### src/rtl/core/ict_pkg.sv
package ict_pkg;

  localparam int CordicSteps = 17;
  localparam logic signed [19:0] HALF_PI_Q16 = 20'sd102944;
  localparam logic [15:0] RAD2DEG_Q10 = 16'd58671;
  localparam logic signed [15:0] DEG_LIMIT = 16'sd23040;

  localparam logic [1:0] REG_MODE   = 2'd0;
  localparam logic [1:0] REG_ALPHA  = 2'd1;
  localparam logic [1:0] REG_PERIOD = 2'd2;

  localparam logic [1:0] MOUNT_Z_FWD_Y_UP = 2'd1;
  localparam logic [1:0] MOUNT_Z_FWD_X_UP = 2'd2;

  function automatic logic signed [15:0] neg_sat(input logic signed [15:0] v);
    logic signed [15:0] r;
    if (v == -16'sd32768) r = 16'sd32767;
    else r = -v;
    return r;
  endfunction

  function automatic logic [16:0] atan_entry(input logic [4:0] i);
    logic [16:0] r;
    case (i)
      5'd0:  r = 17'd51472;
      5'd1:  r = 17'd30386;
      5'd2:  r = 17'd16055;
      5'd3:  r = 17'd8150;
      5'd4:  r = 17'd4091;
      5'd5:  r = 17'd2047;
      5'd6:  r = 17'd1024;
      5'd7:  r = 17'd512;
      5'd8:  r = 17'd256;
      5'd9:  r = 17'd128;
      5'd10: r = 17'd64;
      5'd11: r = 17'd32;
      5'd12: r = 17'd16;
      5'd13: r = 17'd8;
      5'd14: r = 17'd4;
      5'd15: r = 17'd2;
      5'd16: r = 17'd1;
      default: r = 17'd0;
    endcase
    return r;
  endfunction

endpackage

### src/rtl/core/ict_cordic.sv
module ict_cordic (
  input  logic               clk,
  input  logic               rst,
  input  logic               start,
  input  logic signed [17:0] y_in,
  input  logic signed [17:0] x_in,
  output logic               done,
  output logic signed [19:0] angle
);

  logic signed [33:0] x, y;
  logic signed [33:0] xs, ys;
  logic signed [33:0] x0, y0;
  logic [4:0]         i;
  logic               busy;
  logic signed [19:0] step_ang;

  assign x0 = 34'(x_in) <<< 14;
  assign y0 = 34'(y_in) <<< 14;
  assign xs = x >>> i;
  assign ys = y >>> i;
  assign step_ang = 20'(ict_pkg::atan_entry(i));

  always_ff @(posedge clk) begin
    if (rst) begin
      busy  <= 1'b0;
      done  <= 1'b0;
      i     <= '0;
      angle <= '0;
    end else begin
      done <= 1'b0;
      if (start) begin
        i <= '0;
        if (x_in == 18'sd0 && y_in == 18'sd0) begin
          angle <= '0;
          done  <= 1'b1;
        end else begin
          busy <= 1'b1;
          if (x_in < 0) begin
            if (y_in >= 0) begin
              x <= y0;  y <= -x0; angle <= ict_pkg::HALF_PI_Q16;
            end else begin
              x <= -y0; y <= x0;  angle <= -ict_pkg::HALF_PI_Q16;
            end
          end else begin
            x <= x0; y <= y0; angle <= '0;
          end
        end
      end else if (busy) begin
        if (y >= 0) begin
          x <= x + ys; y <= y - xs; angle <= angle + step_ang;
        end else begin
          x <= x - ys; y <= y + xs; angle <= angle - step_ang;
        end
        i <= i + 5'd1;
        if (i == 5'(ict_pkg::CordicSteps - 1)) begin
          busy <= 1'b0;
          done <= 1'b1;
        end
      end
    end
  end

endmodule

### config.mk
export PLATFORM = sky130hd
export DESIGN_NAME = ict_cordic
export DESIGN_NICKNAME = d
export VERILOG_FILES = /design/src/rtl/core/ict_pkg.sv /design/src/rtl/core/ict_cordic.sv
export SDC_FILE = /design/constraint.sdc
export NUM_CORES = 1
export LEC_CHECK = 0
export ABC_CLOCK_PERIOD_IN_PS = 9880
export BUFFER_PORTS_ARGS = -buffer_cell sky130_fd_sc_hd__clkbuf_2
export CORE_MARGIN = 5
export CORE_UTILIZATION = 65
export CTS_CLUSTER_DIAMETER = 200
export DETAILED_ROUTE_END_ITERATION = 10
export HOLD_SLACK_MARGIN = 0.1
export PLACE_DENSITY = 0.79
export REMOVE_ABC_BUFFERS = 1
export SYNTH_ARGS = -nofsm -noshare
export SYNTH_HDL_FRONTEND = slang
export SYNTH_SLANG_ARGS = --single-unit
### constraint.sdc
create_clock -name clk -period 9.88 [get_ports clk]
set_input_delay 1.482 -clock clk [delete_from_list [all_inputs] [get_ports clk]]
set_output_delay 1.482 -clock clk [all_outputs]
set_load 0.02 [all_outputs]
# Yosys cells after proc, flatten, opt, wreduce, memory -nomap -nowiden
# Memories as Yosys holds them, arrays and structs flattened. A register that Yosys moved wholly into a read port is not among the register bits.
# Cells that the tools add are included.
dict set report classes {
  shifts 2
  n_reduce_logical 6
  magnitude_cmp 3
  bitwise 1
  n_eq_ne 2
  addsub 9
  muxes 28
}
# cell count
set op_table {}
lappend op_table {{$mux 34} 12}
lappend op_table {{$mux 20} 6}
lappend op_table {{$add 34x34->34} 2}
lappend op_table {{$neg 32->34} 2}
lappend op_table {{$sshr 34x5->34} 2}
lappend op_table {{$sub 34x34->34} 2}
lappend op_table {{$logic_not 18->1} 2}
lappend op_table {{$ge 34x1->1 const B} 1}
lappend op_table {{$add 20x18->20} 1}
lappend op_table {{$sub 20x18->20} 1}
lappend op_table {{$ge 18x1->1 const B} 1}
lappend op_table {{$lt 18x1->1 const B} 1}
lappend op_table {{$mux 5} 2}
lappend op_table {{$mux 1} 8}
lappend op_table {{$add 5x1->5 const B} 1}
lappend op_table {{$eq 5x5->1 const B} 1}
lappend op_table {{$reduce_and 3->1} 1}
lappend op_table {{$ne 2x2->1 const B} 1}
lappend op_table {{$reduce_bool 2->1} 1}
lappend op_table {{$reduce_or 2->1} 1}
lappend op_table {{$logic_and 1x1->1} 1}
lappend op_table {{$not 1->1} 1}
dict set report totals {
  reg_bits 95
  out_inout_bits 21
  memories 1
  romBits 512
}
# memory words word_bits read_ports rd_clocked_by_memory_dff wr line_no
set memory_table {}
lappend memory_table {{(no name shown)} 32 16 1 1 0 ict_pkg.sv:24} ;# case (i)

# Longest topological paths before layout
dict set report depth {
  ltp_word 5
  ltp_mapped 28
  mapped_depth_nobuf 21
}

# Worst setup path before layout
# No wires, ideal clock.
dict set report synth_timing {
  kind {input -> register}
  from {input start}
  to {register x[0] (enable)}
  cell_stages 5
  setup_ps 596
  slack_ps 1908
  required_ps 9284
  n_path_buf 3
  arrival_ps 7376
  cell_sequence {clkbuf_1 clkbuf_1 buf_1 nor2_1 a211oi_1}
}
dict set report synth_between {
  elab_chain_len 2
  word_cells_on_any_way 3
  cone_classes {eq/ne: 1; reduce/logical: 2}
}
# item line_no
set synth_lines {}
lappend synth_lines {{start: declaration} ict_cordic.sv:4} ;# input logic start,
lappend synth_lines {{$ne 2x2->1 (no source line) or $reduce_bool 2->1 (tied branches)} n/a}
lappend synth_lines {{$reduce_and 3->1 (no source line) *} n/a}
lappend synth_lines {{end signal: assignment} ict_cordic.sv:41} ;# x <= y0; y <= -x0; angle <= ict_pkg::HALF_PI_Q16;
lappend synth_lines {{end signal: assignment} ict_cordic.sv:51} ;# x <= x + ys; y <= y - xs; angle <= angle + step_ang;
lappend synth_lines {{end signal: assignment} ict_cordic.sv:53} ;# x <= x - ys; y <= y + xs; angle <= angle - step_ang;
lappend synth_lines {{end: declaration} ict_cordic.sv:11} ;# logic signed [33:0] x, y;
# Every way passes the cells marked *; elsewhere a longest branch is shown, timed or not.
# A chain may end at the register's enable or synchronous reset.

# Worst setup path in the final report
dict set report layout_timing {
  from {register i[0]}
  to {register x[31] (data pin)}
}
dict set report layout_between {
  elab_chain_len 5
  word_cells_on_any_way 6
  cone_classes {add/sub: 2; shift: 1; mux: 3}
}
# item line_no
set layout_lines {}
lappend layout_lines {{start: declaration} ict_cordic.sv:14} ;# logic [4:0] i;
lappend layout_lines {{start signal: assignment} ict_cordic.sv:55} ;# i <= i + 5'd1;
lappend layout_lines {{$sshr 34x5->34 *} ict_cordic.sv:21} ;# assign ys = y >>> i;
lappend layout_lines {{$sub 34x34->34 or $add 34x34->34 (tied branches)} {ict_cordic.sv:53, ict_cordic.sv:51}}
lappend layout_lines {{$mux 34 *} ict_cordic.sv:50} ;# if (y >= 0) begin
lappend layout_lines {{$mux 34 *} ict_cordic.sv:49} ;# end else if (busy) begin
lappend layout_lines {{$mux 34 *} ict_cordic.sv:32} ;# if (start) begin
# Every way passes the cells marked *; elsewhere a longest branch is shown, timed or not. The select of a mux whose other input is x is not followed.

==> results.md <==
- Outcome: completed
- Post-CTS sizing: 0
- Avg Cell Area, Syn: 8.33 sq um
- Fin. Hold Viols: 0
- Layout cells sized above 1: 12.8%
- Crit path DAT: 7.21 ns
- Initial core utilization: 66.1%
- Ant diodes: 0
- Filler Cells Inserted: 2004
- Slew margin rel.: 33.5%
- Top FF cell, synth: edfxtp_1
- Antenna violations before repair: 1
- Leak Pwr: 6.48 nW
- Final setup fails: 0
- Worst EP required: approximately 10 ns
- Largest net degree at the start of global routing: 75
- Final GP Congestion: 1.07
- Post-synth EDFFs: 68
- Min Clock Period, post-route: 7.11 ns
- Routed Wire Length: around 53000 um
- GR Layer Usage met2: between 50 and 60%
- Final ANT Viol Nets: 0
- Worst-margin pin slew: around 1.0 ns
- Mapped Area: 16100 sq um
- CP Class: flip-flop to flip-flop
- Routed WL per cell: between 20 and 25 um
- Tcrit/Tclk final: 71.9%
- Clk slew on worst S/H paths: 0.09 ns
- Drt first-iter violations: 2088
- Clk Latency, worst-skew pair: about 0.38 ns
- Die W: 167 um
- First-pass GRT wire length: around 84000 um
- H-tree levels: 3
- Pins Over Slew Limit: 0
- Critical path peak fanout: 29
- CTS tree: yes
- HPWL after DPL: 40000 um
- # rows: 57
- Max IR drop VDD: 0.000112 V
- PortBufs: between 50 and 60
- Total CTS buffers: 9
- Final setup TNS: 0 ns
- MaxCap Viol Count: 0
- Top Usage Layer GRT: met2
- Seq/Total Area, Yosys: between 10% and 20%
- Core ar.: 24300 sq um
- # DRC: 0
- GRT met1 Usage: between 50% and 60%
- Asr flop ratio synth: 0%
- Total global routing overflow: 0
- Unique masters post-synth: 95
- FMAX: 0.141 GHz
- Final instance area: 16700 sq um
- Element type at the critical path end: flip-flop
- Hold Path Class: flip-flop to flip-flop
- Overall Power: 3.57 mW
- DIE HEIGHT: 167 um
- Commonest non-fill, non-tap cells in the layout: nand2_1 (190), nor2_1 (182), o21ai_0 (124)
- Detailed Routing Iterations Pass 1: 6
- Power per Cell Area: 214 nW/um^2
- Root Buffer: clkbuf_16
- CP Launch Type: flip-flop
- Post-Place Setup Slack: 2.85 ns
- Vias per cell: 7.12
- Synthesis-to-finish area growth: 3.95%
- Cts hold-fix bufs: 0
- Vias in the first global route: between 10000 and 15000
- Io pins: 60
- Vias: about 16000
- Worst Skew: between 0.015 and 0.02 ns
- Fin worst setup slack: 2.77 ns
- Post CTS Setup Buffer Count: 0
- Post-Synthesis Cells: 1931
- Clock sink total: 111
- Syn. warnings: 0
- Commonest non-fill, non-tap cell in the layout: nand2_1
- Met3 usage: approximately 7.2%
- Die ar.: 28000 sq um
- Synth Register Bits: 111
- Placed inst area: 16400 sq um
- Final nets: 2050
- GRT Resource Usage Total: between 30% and 40%
- Hold_ws: 0.483 ns
- Maximum root-to-sink buffer count: 2
- RSZ-0062 raised after global routing: no
[per-stage QoR]
stage,utilization (%),cells
floorplan,-,1818
global placement,67.4,2223
detailed placement,67.4,2223
CTS,68.8,2239
global route,68.8,2239
finish,68.8,2239
[worst max-delay path, stage by stage (launching register included)]
cell and delay [ns]:
dfxtp_4 0.60, buf_4 0.52, mux4_2 0.64, mux2i_1 0.45, mux4_2 0.38, ha_1 0.19
inv_1 0.06, a211oi_1 0.47, and4_1 0.42, nand2_1 0.14, o21ai_0 0.20, xor2_1 0.10
ha_1 0.36, nand2_1 0.06, o21ai_0 0.28, nor2_1 0.07, a211oi_1 0.51, a311o_1 0.30
a41oi_1 0.27, nor4_1 0.44, nor2_1 0.11, xor2_1 0.16, o22ai_1 0.09
[synth_stat cells, drive strengths merged, types with 59 or more instances]
master,count,share of area (%)
a21oi,121,3.8
xor2,59,3.2
o21ai,130,4.0
mux2i,72,4.5
edfxtp,68,13
nor2,182,4.2
xnor2,93,5.1
buf,61,2.4
inv,63,1.5
nand2,192,4.5
ha,98,7.6
mux4,77,11
[final cells by class]
cell class / count / area [sq um] / share of cell area, %
multi-input combinational: 1642 / 12400 / 73.9
clock buffer: 10 / 250 / 1.50
tap: 324 / 405 / 2.42
timing repair buffer: 81 / 463 / 2.77
clock inverter: 6 / 80.1 / 0.479
inverter: 65 / 244 / 1.46
sequential: 111 / 2910 / 17.4
[layer usage]
layer / vias up / wire [um]
met5: - / 0
met4: 0 / 3410
met3: 201 / 5680
met2: 992 / 23300
met1: 7464 / 21100
li1: 7294 / -
[where the power goes]
group,internal (mW),leakage (nW),switching [mW]
logic,0.997,5.31,1.37
registers,0.624,1.01,0.165
clock network,0.199,0.161,0.221
total,1.82,6.48,1.75
[state kept, by name (all words and copies together) (netlist names)]
register and flops:
angle 20, done 1, busy 1, i 5
x 34, step_ang 16, y 34
[kinds of logic (layout without fill, tap and decap cells)]
| logic type | Yosys count | count (layout) | synth area share [%] |
|---|---|---|---|
| and+or+nand+nor | 635 | 635 | 19.1 |
| AOI/OAI and AO/OA | 574 | 574 | 23.9 |
| buffers and inverters | 178 | 162 | 5.17 |
| DFF | 111 | 111 | 18.0 |
| adders and majority gates | 101 | 101 | 8.00 |
| muxes | 180 | 180 | 17.4 |
| xor gates and xnor gates | 152 | 152 | 8.28 |
[path summary, 6_finish.rpt]
kind            start        to  slack [ns]  cells past startpoint
min          angle[3]  angle[3]        0.48                      2
max              i[0]     x[31]        2.77                     22
min reg2reg  angle[3]  angle[3]        0.48                      2
max reg2reg      i[0]     x[31]        2.77                     22
No activity file was read; power rests on OpenSTA's default activity.
