==> src/rtl/core/ict_isqrt.sv <==
module ict_isqrt (
  input  logic        clk,
  input  logic        rst,
  input  logic        start,
  input  logic [31:0] operand,
  output logic        done,
  output logic [15:0] root
);

  logic [32:0] rem;
  logic [32:0] acc;
  logic [30:0] bitv;
  logic [3:0]  cnt;
  logic        busy;
  logic [32:0] trial;

  assign trial = acc + {2'b0, bitv};
  assign root  = acc[15:0];

  always_ff @(posedge clk) begin
    if (rst) begin
      busy <= 1'b0;
      done <= 1'b0;
      cnt  <= '0;
    end else begin
      done <= 1'b0;
      if (start) begin
        rem  <= {1'b0, operand};
        acc  <= '0;
        bitv <= 31'h4000_0000;
        cnt  <= '0;
        busy <= 1'b1;
      end else if (busy) begin
        if (rem >= trial) begin
          rem <= rem - trial;
          acc <= (acc >> 1) + {2'b0, bitv};
        end else begin
          acc <= acc >> 1;
        end
        bitv <= bitv >> 2;
        cnt  <= cnt + 4'd1;
        if (cnt == 4'd15) begin
          busy <= 1'b0;
          done <= 1'b1;
        end
      end
    end
  end

endmodule

==> config.mk <==
export PLATFORM = sky130hd
export DESIGN_NAME = ict_isqrt
export DESIGN_NICKNAME = d
export VERILOG_FILES = /design/src/rtl/core/ict_isqrt.sv
export SDC_FILE = /design/constraint.sdc
export NUM_CORES = 1
export LEC_CHECK = 0
export ABC_CLOCK_PERIOD_IN_PS = 5500
export BUFFER_PORTS_ARGS = -buffer_cell sky130_fd_sc_hd__buf_2
export CAP_MARGIN = 30
export CORE_MARGIN = 2
export CORE_UTILIZATION = 35
export DETAILED_ROUTE_END_ITERATION = 10
export REMOVE_ABC_BUFFERS = 1
export SYNTH_ARGS = -nofsm -noshare
export SYNTH_HDL_FRONTEND = slang
export SYNTH_SLANG_ARGS = --single-unit
==> constraint.sdc <==
create_clock -name clk -period 5.5 [get_ports clk]
set_clock_uncertainty 0.1 [all_clocks]
set_input_delay 0.825 -clock clk [delete_from_list [all_inputs] [get_ports clk]]
set_output_delay 0.825 -clock clk [all_outputs]
set_load 0.1 [all_outputs]
# Word-level counts from Yosys, hierarchy flattened
# Cells that the tools add are included.
# Widths: inputs -> output; s select.
[totals] reg_bits=88 input_bits=35 out_inout_bits=17 elab_cells=31
[classes] add_sub_neg=4 n_lt_le_gt_ge=1 eq_ne=1 muxes=10 bitwise=2 n_reduce_logical=6
[ops] op="$mux 33" n=4
[ops] op="$add 32x31->33" n=1
[ops] op="$add 33x31->33" n=1
[ops] op="$ge 33x33->1" n=1
[ops] op="$sub 33x33->33" n=1
[ops] op="$mux 32" n=1
[ops] op="$mux 31" n=1
[ops] op="$add 4x1->4 const B" n=1
[ops] op="$eq 4x4->1 const B" n=1
[ops] op="$mux 1" n=4
[ops] op="$reduce_bool 2->1" n=2
[ops] op="$reduce_and 3->1" n=1
[ops] op="$reduce_or 3->1" n=1
[ops] op="$not 1->1" n=2
[ops] op="$reduce_and 2->1" n=1
[ops] op="$reduce_or 2->1" n=1

# Logic depth before layout (Yosys ltp)
# Gate-level depths: netlist of run 1.
[logic_depth] word_depth=5 ltp_mapped=23 depth_no_buf=19

# Least setup slack after synthesis of run 1
# OpenSTA, ideal clock, no wires.
[synth_path] path_type="flip-flop to flip-flop" start="reg acc[0]" end="reg rem[0] (enable)" arrival_ns=5.646 t_required_ns=5.008 slack_ns=-0.638 stages_incl_launch_ff=23 path_buffers=3 synth_period_minus_slack_ns=6.138 path_cell_list="edfxtp_1 ha_1 ha_1 a21o_1 a31o_2 a31oi_1 o21ai_0 a2111oi_0 nor3_1 o21ai_0 xor2_1 ha_1 buf_4 nand4_4 or4_4 or2_0 o22ai_2 o2111ai_2 and3_4 buf_6 nor2_2 buf_2 o21a_1"
[synth_between] elab_chain_len=4
[synth_lines] item="start: declaration" line_no="11" text="logic [32:0] acc;"
[synth_lines] item="start signal: assignment" line_no="36" text="acc <= (acc >> 1) + {2'b0, bitv};"
[synth_lines] item="start signal: assignment" line_no="38" text="acc <= acc >> 1;"
[synth_lines] item="$add 33x31->33" line_no="17" text="assign trial = acc + {2'b0, bitv};"
[synth_lines] item="$ge 33x33->1" line_no="34" text="if (rem >= trial) begin"
[synth_lines] item="$reduce_bool 2->1 (no line)"
[synth_lines] item="$reduce_and 3->1 (no line)"
[synth_lines] item="end signal: assignment" line_no="28" text="rem <= {1'b0, operand};"
[synth_lines] item="end signal: assignment" line_no="35" text="rem <= rem - trial;"
[synth_lines] item="end: declaration" line_no="10" text="logic [32:0] rem;"
# No other way between the ends.
# A chain may end at the register's enable or synchronous reset.

# Worst setup path after layout of run 1
[layout_path] start="reg bitv[0]" end="reg acc[9] (data pin)"
[layout_between] elab_chain_len=4 elab_cells_between_ends=5
[layout_lines] item="start: declaration" line_no="12" text="logic [30:0] bitv;"
[layout_lines] item="start signal: assignment" line_no="40" text="bitv <= bitv >> 2;"
[layout_lines] item="$add 33x31->33" line_no="17"
[layout_lines] item="$ge 33x33->1" line_no="34"
[layout_lines] item="$mux 33 (*)" line_no="34"
[layout_lines] item="$mux 33 (*)" line_no="33" text="end else if (busy) begin"
# Every way passes the cells marked *; elsewhere a longest branch is shown, timed or not. The select of a mux whose other input is x is not followed.

==> results.md, run 1 <==
* Status: finished clean
* Fmax at 186 MHz
* Total Nets Final at 1,036
* Diode count at 0
* Detailed Route WL at 21.2 mm
* Worst-path cell chain: ha_2 -> ha_1 -> a21o_1 -> a31o_4 -> a31oi_4 -> o21ai_4 -> a2111oi_4 -> buf_4 -> nor3_1 -> o21ai_1 -> xor2_1 -> ha_1 -> nand4_4 -> or4_4 -> or2_0 -> o22ai_2 -> o2111ai_4 -> and3_4 -> buf_12 -> or4_1 -> a21oi_2
* Hold depth at 2
* Initial antenna violation count at 0
* Top post-synthesis cells by count: 82 x edfxtp_1, 77 x nand2_1, 68 x ha_1, 65 x nor2_1, 63 x o21ai_0
* Critical path depth in cells at 21
* Max incr delay on CP at 0.54 ns
* Worst Max-Slew Pin Slew at 0.813 ns
* Num ports at 52
* Top_reg_cell synth: edfxtp_1
* Synth async-reset ratio at 0
* Critical-path top delay cell: or4_4
* Hold EP: done
* Max VDD drop at 178 uV
* Yosys cell types at 76
* Row count at 54
* Total iterations of the first detailed-routing run at 5
* Yosys synthesis warning count at 0
* Die Y at 154 um
* H-tree lvl count at 3
* Final setup fails at 0
* DR iter-0 viols at 432
* Most common cell in the netlist: edfxtp_1
* Total GRT Usage at 0.182
* IO buf count at 51
* Die Wd at 154 um
* TritonCTS clock tree: yes
* Most used cell along the critical path: ha_1
* Antenna Nets Post-Route at 0
* Cells after Synth at 861
* Largest net degree at the start of global routing at 65
* EDFF count, synth at 82
* Final Max Slew Viols at 0
* Pwr Total at 3150 uW
* Flop2flop setup slack at 0.12 ns
* Top post-synthesis cells by area: edfxtp_1 31%, ha_1 11%, xor2_1 4.3%
* RD Place Congestion at 0.886
* Bufs and invs on worst path at 2
* Syn-to-layout area delta at 15.2%
* Clk buf depth at 2
* Worst EP required at 5.62 ns
* Root buf cell: clkbuf_16
* Setup crit start kind: flop
* CP arrival at 5.49 ns
* Mapped Avg Cell Area at 9.13 sq um
* Crit Path Max Fanout at 6
* Share of cells above drive strength 1 at 0.188
* Dominant cell type by area after synthesis: edfxtp_1
* Max_cap viols at 0
* WS Path Type: reg -> reg
* WL/cell at 17.5 um
* Die area at 0.0237 sq mm
* First-pass GRT wire length at 34.3 mm
* #FFs+latches synth at 88
* Vias in the first global route at 6,402
* Drt via density at 5.52
* Fillers at 2,156
* Remaining Overflow, GRT at 0
* Worst min path class: reg -> reg
* Worst path top cell family by delay: simple AND/OR/NAND/NOR gates
* DP HPWL at 15.4 mm
* Residual DRC at 0
* Reg area at 0.00258 sq mm
* Worst R2R Start: bitv[0]
* Design area at 0.00905 sq mm
* CTS buffer count at 9
* CORE AREA at 0.0220 sq mm
* Total clock sinks at 88
* Area of placed instances at 0.00852 sq mm
* Post-Syn Area at 0.00786 sq mm
* Worst slew margin at 0.456
* Fin crit period at 5.38 ns
* Initial core utilization at 0.358
* CTS clock-pin slew for the worst setup and hold paths at 0.07 ns
* Area of the multi-input gates at 0.00495 sq mm
* Hold path start: cnt[3]
* Crit. End Element: flop
* Clk_lat worst skew at 0.36 ns
* Via count at 6,721
* Crit share post-route at 0.977
* Pleak at 0.00344 uW
* Min Hold Slack at 0.385 ns
* Final Hold Viols at 0
* P per Cell Area at 349 mW/mm^2
* Register area share after synthesis at 0.329
* RR Endpoint: acc[9]
* R2r worst-path depth at 21
* Area share of the largest cell type after synthesis at 0.313
[cell type report]
type / count / share of cell area
multi-input combinational: 700 / 0.547
sequential: 88 / 0.285
timing repair buffer: 111 / 0.0864
tap: 280 / 0.0387
clock buffer: 9 / 0.0249
inverter: 22 / 0.00912
clock inverter: 7 / 0.00885
[stage by stage]
step	TNS, ns	setup slack [ns]	utilization	cells
after floorplan	-72.42	-1.44	-	809
after global placement	-14.28	-0.247	0.388	1190
after detailed placement	-14.41	-0.266	0.388	1191
after CTS	0	0.00535	0.408	1212
after global routing	-0.902	-0.0352	0.412	1217
final	0	0.125	0.412	1217
[power breakdown]
part	internal, uW	switching [uW]
logic	646	952
registers	845	63.2
clock network	358	290
total	1850	1300
[state kept, by name, indices dropped and copies added (netlist names)]
| signal | count |
|---|---|
| cnt | 4 |
| done | 1 |
| bitv | 16 |
| busy | 1 |
| rem | 33 |
| acc | 33 |
[worst min-delay path: stages, from the launching register on]
cell	delay (ns)
dfxtp_1	0.32
nand2_1	0.08
nor3_1	0.05
[cell usage in the layout (no fill, tap or decap), types with 8 or more instances in the layout]
cell type  count
a211oi_1      41
or4_1         10
xnor2_1       32
nor2_1        64
mux2_2         8
nor3_1         8
buf_2         50
a31oi_1       21
inv_1         21
o21ai_0       60
o21bai_1      18
ha_1          65
nor2b_1       27
nand4_1       18
clkbuf_16      9
edfxtp_1      82
xor2_1        39
buf_4         55
o31ai_1       16
a21o_1        20
nand3_1       12
a21oi_1       54
nand2_1       77
[cells by family after synthesis]
logic type               synth area share
flip-flops                          0.329
XOR/XNOR                           0.0791
AO/OA/AOI/OAI                       0.237
multiplexers                       0.0153
buffers and inverters              0.0573
adder cells (fa/ha/maj)             0.111
AND/OR/NAND/NOR                     0.171
[what timing repair did]
| item | 4_1_cts | 5_1_grt |
|---|---|---|
| endpoints found under the setup margin | 67 | 67 |
| pin swaps | 9 | 10 |
| gates resized for setup | 11 | 12 |
| buffers inserted | 3 | 5 |
| cloned | 2 | 0 |
| hold buffers | 0 | 0 |
[per-layer routing]
| metal | vias to the layer above | wire (um) | track usage |
|---|---|---|---|
| met5 | - | 0 | 0 |
| met4 | 0 | 306 | 0.0476 |
| met3 | 19 | 1050 | 0.0293 |
| met2 | 166 | 9310 | 0.279 |
| met1 | 3144 | 10600 | 0.266 |
| li1 | 3392 | - | - |
[how the worst max path moves through the flow]
stage	start	to
final	bitv[0]	acc[9]
after global routing	acc[0]	acc[9]
after detailed placement	acc[0]	acc[27]
after CTS	acc[2]	acc[7]
after floorplan	acc[0]	rem[0]
after global placement	acc[0]	rem[31]
No activity file was read; power rests on OpenSTA's default activity.
==> run 2, diff against run 1 <==
--- a/config.mk
+++ b/config.mk
@@ -12,2 +12,3 @@
 export CORE_UTILIZATION = 35
+export CTS_CLUSTER_DIAMETER = 200
 export DETAILED_ROUTE_END_ITERATION = 10
==> constraint.sdc (replaced) <==
create_clock -name clk -period 5.5 [get_ports clk]
set_clock_uncertainty 0.1 [all_clocks]
set_input_delay 1.1 -clock clk [delete_from_list [all_inputs] [get_ports clk]]
set_output_delay 1.1 -clock clk [all_outputs]
set_load 0.1 [all_outputs]
==> run 2 against run 1 <==
Against the previous run:
- first-iteration DRC count is 16% higher
- setup slack better by 0.10 ns
- clock-buffer cell count is 2 higher
- clock power is 4.2% higher
- design area is 2.0% higher
- combinational power is 5% higher
- total power is 3.4% higher
- critical endpoint is now rem[12]
- non-clock buffer count is 9 higher
- register-to-register slack better by 0.10 ns
- hold slack better by 0.018 ns
- global-route usage is 0.14 points higher
==> results.md, run 2 (same netlist as run 1, synthesis figures left out) <==
* WL/cell at 17.7 um
* Hold EP: done
* Worst Max-Slew Pin Slew at 0.742 ns
* Internal at 1940 uW
* Total iterations of the first detailed-routing run at 7
* Switching Share at 0.405
* Row count at 54
* Die Wd at 154 um
* CTS buffer count at 9
* Reg power frac at 0.279
* Final Hold Viols at 0
* Most used cell along the critical path: buf_4
* CP arrival at 5.28 ns
* Num ports at 52
* Fmax at 190 MHz
* IO buf count at 51
* DP HPWL at 15.6 mm
* RR Endpoint: rem[12]
* Vias in the first global route at 6,540
* Worst R2R Start: bitv[10]
* Final setup fails at 0
* Residual DRC at 0
* Fin crit period at 5.27 ns
* Final Max Slew Viols at 0
* Worst min path class: reg -> reg
* Total Nets Final at 1,046
* Critical-path top delay cell: edfxtp_1
* Combinational Power Share at 0.514
* Hold depth at 2
* Syn-to-layout area delta at 17.5%
* Root buf cell: clkbuf_16
* Total GRT Usage at 0.183
* Via count at 6,871
* Largest net degree at the start of global routing at 65
* RD Place Congestion at 0.912
* Antenna Nets Post-Route at 0
* Final setup margin at 0.227 ns
* Crit share post-route at 0.959
* Setup crit start kind: flop
* Diode count at 0
* Remaining Overflow, GRT at 0
* R2r worst-path depth at 23
* Die area at 0.0237 sq mm
* Initial antenna violation count at 0
* Hold path start: cnt[3]
* Worst slew margin at 0.505
* H-tree lvl count at 3
* Pwr Total at 3260 uW
* Worst-path cell chain: ha_1 -> a31o_2 -> a21o_1 -> a31oi_4 -> o21ai_4 -> a2111oi_4 -> buf_4 -> nor3_1 -> o21ai_1 -> xor2_1 -> ha_1 -> buf_4 -> buf_4 -> and4_1 -> nand2_1 -> nor4b_2 -> a41o_1 -> buf_4 -> nor3_4 -> and3_4 -> nor2_2 -> o21a_2 -> bufbuf_16
* Design area at 0.00924 sq mm
* Max VDD drop at 163 uV
* Sw Pwr at 1320 uW
* Clk_lat worst skew at 0.36 ns
* Max incr delay on CP at 0.44 ns
* Total clock sinks at 88
* Commonest non-fill, non-tap cell in the layout: edfxtp_1
* P per Cell Area at 353 mW/mm^2
* Top Registers: acc: 33 flops, rem: 33 flops, bitv: 16 flops
* Worst EP required at 5.51 ns
* Flop2flop setup slack at 0.23 ns
* Crit Path Max Fanout at 16
* Most frequent cells in the layout: 82 x edfxtp_1, 77 x nand2_1, 64 x nor2_1, 64 x ha_1, 62 x buf_4
* Share of cells above drive strength 1 at 0.205
* Pre-CTS WS at -0.233 ns
* Placed Cells at 1,192
* Area of placed instances at 0.00853 sq mm
* Die Y at 154 um
* First-pass GRT wire length at 34.7 mm
* Pleak at 0.00350 uW
* Status: finished clean
* DR iter-0 viols at 503
* CORE AREA at 0.0220 sq mm
* Drt via density at 5.60
* TritonCTS clock tree: yes
* WS Path Type: reg -> reg
* Clk buf depth at 2
* Max_cap viols at 0
* Crit. End Element: flop
* Non-Filler Instances at 1,227
* Clock power frac at 0.207
* CTS clock-pin slew for the worst setup and hold paths at 0.06 ns
* Initial core utilization at 0.358
* Post-CTS Hold Fix Bufs at 0
* Detailed Route WL at 21.8 mm
-- run 2: timing repair --
| item | in CTS | in global routing |
|---|---|---|
| pin swaps | 5 | 18 |
| endpoints found under the setup margin | 67 | 67 |
| setup buffers | 7 | 8 |
| cloned | 3 | 1 |
| gates resized for setup | 14 | 28 |
-- run 2: stage by stage --
stage / TNS [ns] / hold WS (ns) / util
2_1_floorplan: -72.42 / 0.350 / -
3_3_place_gp: -9.86 / 0.390 / 0.388
3_5_place_dp: -10.94 / 0.390 / 0.389
4_1_cts: 0 / 0.405 / 0.410
5_1_grt: -0.0976 / 0.443 / 0.421
6_report: 0 / 0.403 / 0.421
-- run 2: layout make-up --
cell class / count / area (sq um)
Inverter: 22 / 82.6
Sequential cell: 88 / 2580
Timing Repair Buffer: 120 / 871
Multi-Input combinational cell: 701 / 5040
Tap cell: 280 / 350
Clock inverter: 5 / 81.3
Clock buffer: 11 / 233
Fill cell: 2135 / 12700
-- run 2: critical path, delay by kind of cell (launching register included) --
family	cells	cell delay (ns)
flip-flops	1	0.44
XOR/XNOR	1	0.23
AND/OR/NAND/NOR	7	0.99
adder cells (fa/ha/maj)	2	0.66
AO/OA/AOI/OAI	8	1.70
buffers and inverters	5	0.92
-- run 2: worst max path at each step --
stage                     startpoint      end  slack, ns  cells after the start
final                       bitv[10]  rem[12]       0.23                     23
after global placement        acc[0]  rem[31]      -0.18                     21
after CTS                     acc[0]  acc[20]     0.0009                     23
after floorplan               acc[0]   rem[0]      -1.44                     18
after global routing        bitv[10]  acc[20]      -0.02                     22
after detailed placement      acc[0]  acc[25]      -0.23                     20
-- run 2: per-layer routing --
metal	GRT usage	share of wire	vias to the layer above
met1	0.261	0.48	3240
met5	0	0	-
met2	0.287	0.45	198
met4	0.0498	0.013	0
met3	0.0310	0.056	23
li1	-	-	3410
-- run 2: power groups by stage --
stage                     Sequential (uW)  Combinational (uW)  Clock (uW)
after CTS                             907                1590         691
after detailed placement              919                1510           0
after global placement                921                1490           0
after floorplan                       990                 966           0
final                                 910                1680         675
after global routing                  918                1830         710
